===== config.mk =====
export PLATFORM = sky130hd
export DESIGN_NAME = uitfb_front
export DESIGN_NICKNAME = d
export VERILOG_FILES = /design/src/rtl/core/uitfb_pkg.sv /design/src/rtl/core/uitfb_front.sv
export SDC_FILE = /design/constraint.sdc
export NUM_CORES = 1
export LEC_CHECK = 0
export ABC_AREA = 1
export BUFFER_PORTS_ARGS = -buffer_cell sky130_fd_sc_hd__buf_2
export CAP_MARGIN = 20
export CORE_AREA = 3 3 83 85
export CTS_BUF_LIST = sky130_fd_sc_hd__clkbuf_4
export DETAILED_ROUTE_END_ITERATION = 8
export DIE_AREA = 0 0 86 88
export GPL_ROUTABILITY_DRIVEN = 0
export PLACE_DENSITY = 0.65
export SYNTH_ARGS = -nofsm -noshare
export SYNTH_HDL_FRONTEND = slang
export SYNTH_SLANG_ARGS = --single-unit

===== constraint.sdc =====
create_clock -name clk -period 6.9 [get_ports clk]
set_input_delay 0.69 -clock clk [delete_from_list [all_inputs] [get_ports clk]]
set_output_delay 0.69 -clock clk [all_outputs]
set_load 0.02 [all_outputs]

===== src/rtl/core/uitfb_pkg.sv =====
`default_nettype none

package uitfb_pkg;

  // Buffer depths and derived widths
  localparam int RX_DEPTH = 256;
  localparam int TX_DEPTH = 256;
  localparam int RX_AW    = $clog2(RX_DEPTH);
  localparam int TX_AW    = $clog2(TX_DEPTH);
  localparam int RX_CW    = $clog2(RX_DEPTH + 1);
  localparam int TX_CW    = $clog2(TX_DEPTH + 1);

  // Configuration register indexes
  localparam int CFG_IDX_W = 2;
  localparam logic [CFG_IDX_W-1:0] CFG_SILENCE_TICKS = 2'd0;
  localparam logic [CFG_IDX_W-1:0] CFG_RX_MAX        = 2'd1;

  // Reset values of the configuration registers
  localparam logic [15:0] SILENCE_RESET = 16'd35;
  localparam logic [8:0]  RX_MAX_RESET  = 9'd256;
  localparam logic [15:0] IDLE_MAX      = 16'hFFFF;

  // Command codes, as carried in the action field
  typedef enum logic [3:0] {
    OP_RX_BYTE    = 4'd0,
    OP_TICK       = 4'd1,
    OP_READ_RX    = 4'd2,
    OP_CLEAR_RX   = 4'd3,
    OP_TAKE_FIRST = 4'd4,
    OP_WRITE_TX   = 4'd5,
    OP_START_TX   = 4'd6,
    OP_SEND_CHAR  = 4'd7,
    OP_TX_READY   = 4'd8,
    OP_NONE       = 4'd15
  } op_t;

  // Input transaction payload
  typedef struct packed {
    logic [3:0] action;
    logic [7:0] data_byte;
    logic [7:0] index;
    logic [8:0] length;
  } in_item_t;

  // Result transaction payload
  typedef struct packed {
    logic       tx_valid;
    logic [7:0] tx_byte;
    logic       accepted;
    logic       rx_valid;
    logic [7:0] rx_byte;
    logic [8:0] frame_len;
    logic       tx_busy;
  } out_item_t;

  // Classified command handed from front to back
  typedef struct packed {
    op_t        op;
    logic [7:0] data_byte;
    logic [7:0] index;
    logic [8:0] length;
  } cmd_t;

endpackage

`default_nettype wire


===== src/rtl/core/uitfb_front.sv =====
`default_nettype none

module uitfb_front (
  input  wire logic               clk,
  input  wire logic               rst_n,
  input  wire logic               start,
  output logic                    busy,
  input  wire uitfb_pkg::in_item_t in_data,
  output logic                    cmd_valid,
  output uitfb_pkg::cmd_t         cmd
);

  uitfb_pkg::cmd_t q_mem_r [2];
  logic            wr_ptr_r, wr_ptr_nxt;
  logic            rd_ptr_r, rd_ptr_nxt;
  logic [1:0]      cnt_r, cnt_nxt;
  logic            push, pop;
  uitfb_pkg::cmd_t cls;

  // Classify the action; unused codes become a no-op
  always_comb begin
    cls.op        = (in_data.action <= uitfb_pkg::OP_TX_READY) ?
                    uitfb_pkg::op_t'(in_data.action) : uitfb_pkg::OP_NONE;
    cls.data_byte = in_data.data_byte;
    cls.index     = in_data.index;
    cls.length    = in_data.length;
  end

  // Two-entry queue; the back end drains one command per cycle
  assign busy      = (cnt_r == 2'd2);
  assign push      = start && !busy;
  assign pop       = (cnt_r != 2'd0);
  assign cmd_valid = pop;
  assign cmd       = q_mem_r[rd_ptr_r];

  always_comb begin
    wr_ptr_nxt = push ? ~wr_ptr_r : wr_ptr_r;
    rd_ptr_nxt = pop  ? ~rd_ptr_r : rd_ptr_r;
    cnt_nxt    = cnt_r + {1'b0, push} - {1'b0, pop};
  end

  always_ff @(posedge clk) begin
    if (!rst_n) begin
      wr_ptr_r <= 1'b0;
      rd_ptr_r <= 1'b0;
      cnt_r    <= 2'd0;
    end else begin
      wr_ptr_r <= wr_ptr_nxt;
      rd_ptr_r <= rd_ptr_nxt;
      cnt_r    <= cnt_nxt;
    end
  end

  // Queue payload, no reset needed
  always_ff @(posedge clk) begin
    if (push) begin
      q_mem_r[wr_ptr_r] <= cls;
    end
  end

endmodule

`default_nettype wire


==> results.tsv <==
metric	value	unit
Slew Limit Headroom	43.4	%
total CTS buffers	9	
Top FF cell, synth	edfxtp_1	
RSZ-0062 raised after global routing	no	
Yosys reg bits	63	
period utilisation layout	36.9	%
hpwl dp	2410	microns
instance area at placement	2740	sq um
CP top delay family	flip-flops	
vias	1251	
hold_buf cts	0	
Synth Instances	124	
Worst Hold Path EP	cnt_r[1]	
Port-buffer cells	62	
crit path capture type	primary output	
Clock Sinks	63	
area delta synth->final	23.2	%
Tightest Pin Transition	0.847	ns
Pwr Total	799	uW
Post-Syn Nets	156	
slack of the worst reg-to-reg path	5.24	ns
multi-input logic area	457	sq um
CP Max Fanout	29	
commonest cells after routing, fill and taps aside	62 x buf_2, 58 x edfxtp_1, 19 x mux2_2	
Skew-Pair Late Insertion Delay	0.39	ns
post-CTS sizing	0	
Buffers & Inverters on Critical Path	1	
DR DRC count	0	
post-route cell area	2900	sq um
Storage cell area	1840	sq um
setup TNS	0	ns
initial antenna violation count	0	
filler cell count	582	
height of the die	88	microns
first-pass GRT wire length	5980	microns
max_cap viols	0	
status	finished clean	
Setup Skew	0.00764	ns
Iter 0 DRT Violations	72	
syn_area_per_cell	19.0	sq um
root buffer cell	clkbuf_4	
slowest stage delay, CP	0.88	ns
IO Pins	63	
mapped cell area	2350	sq um
Max Buffers Root-to-Sink	2	
Worst setup SP type	flip-flop	
CP required	6.21	ns
Finish-stage setup viols	0	
Hold Path Depth	2	
Setup CP Type	reg2out	
synth warn	0	
asr flop ratio synth	0	%
Hold WC Path Type	reg2reg	
Static Leak	0.00115	uW
DR WL/cell	13.9	microns
DRT antenna net count	0	
hold violation count in the final report	0	
H-tree Lvls	3	
Crit path depth	2	
number of setup buffers added after CTS	0	
CP arrival	1.86	ns
ratio of cells with drive above 1 in the final layout	55.3	%
GRT overflow	0	
most common cell after layout, fill and taps aside	buf_2	
Die Width	86	microns
number of diodes	0	
P per Cell Area	276	nW/um^2
post-synthesis sequential area ratio	78.3	%
Post-synth EDFFs	58	
Die ar.	7570	sq um
Clk pin slew, worst setup/hold paths	0.09	ns
post-DR vias/cell	4.53	
peak supply drop	0.125	mV
pin count of the biggest net entering global routing	30	
vias in the first global route	1222	
min Tclk post-route	2.55	ns
CTS tree	built	
Register-to-Register Path Depth	4	
R2R Path End	q_mem_r[0][25]	
initial core utilization	37.5	%
core footprint	6280	sq um
Routed WL	3830	microns
DRT Pass-1 Iters	4	
FF-to-FF Start	cnt_r[0]	
nets@finish	226	
total track usage	11.1	%
FMAX	393	MHz
CP Cell Sequence	mux2_2, buf_2	
Slew Limit Fails	0	
synth unique cells	15	
# rows	29	
HP Start	cnt_r[0]	
Worst path slowest cell	dfxtp_2	
## synthesized netlist by cell type (2+ instances only)
library cell / count / area, sq um
mux2_4: 10 / 150
edfxtp_1: 58 / 1740
dfxtp_1: 5 / 100
mux2_2: 19 / 214
nand2_1: 8 / 30.0
buf_6: 2 / 22.5
nand3_1: 2 / 10.0
nor2_1: 6 / 22.5
inv_1: 8 / 30.0
## where the power goes
group,internal [uW],switching [uW]
logic,36.0,45.1
registers,439,9.69
clock network,144,125
total,619,180
## worst reg2reg max path, stage by stage (launching register included)
cell     delay (ns)
dfxtp_1        0.34
inv_1          0.06
nand2_1        0.12
nand2_1        0.11
nor2_4         0.66
## routing by layer
layer | wire length, microns | GRT usage (%) | vias to the layer above | part of all wire [%]
met4 | 64 | 6.04 | 0 | 1.7
met1 | 1630 | 13.0 | 597 | 42
met5 | 0 | 0 | - | 0
met3 | 319 | 5.64 | 6 | 8.3
met2 | 1820 | 16.5 | 47 | 48
li1 | - | - | 601 | -
## cell families after synthesis
kind of cell | Yosys count | share of synthesized area, %
AO/OA/AOI/OAI | 3 | 0.744
buffers and inverters | 12 | 2.61
flip-flops | 63 | 78.3
multiplexers | 29 | 15.5
AND/OR/NAND/NOR | 17 | 2.87
## cell type report
cell class,count,area share [%]
Multi-Input combinational cell,49,15.8
Sequential cell,63,63.6
Timing Repair Buffer,63,11.0
Clock inverter,7,3.02
Inverter,8,1.04
Clock buffer,9,2.33
Tap cell,77,3.32
## registers in the layout, indices dropped and copies added, names as in the netlist, named ones only
name and cells:
q_mem_r 58, cnt_r 2, rd_ptr_r 1, wr_ptr_r 1
## through the flow
step                setup WS, ns  util [%]  hold slack, ns  cells
floorplan                   4.51         -           0.449    124
finish                      4.35      46.2           0.483    276
global route                4.19      46.2           0.429    276
CTS                         4.28      46.2           0.448    276
detailed placement          4.73      43.7           0.471    260
global placement            4.75      43.7           0.464    260
## worst max path at each step
stage / endpoint
after floorplan: q_mem_r[0][0]
after global placement: cmd[15]
after detailed placement: cmd[15]
after CTS: cmd[15]
after global routing: cmd[15]
final: cmd[15]
Power figures use the tool's default switching activity.
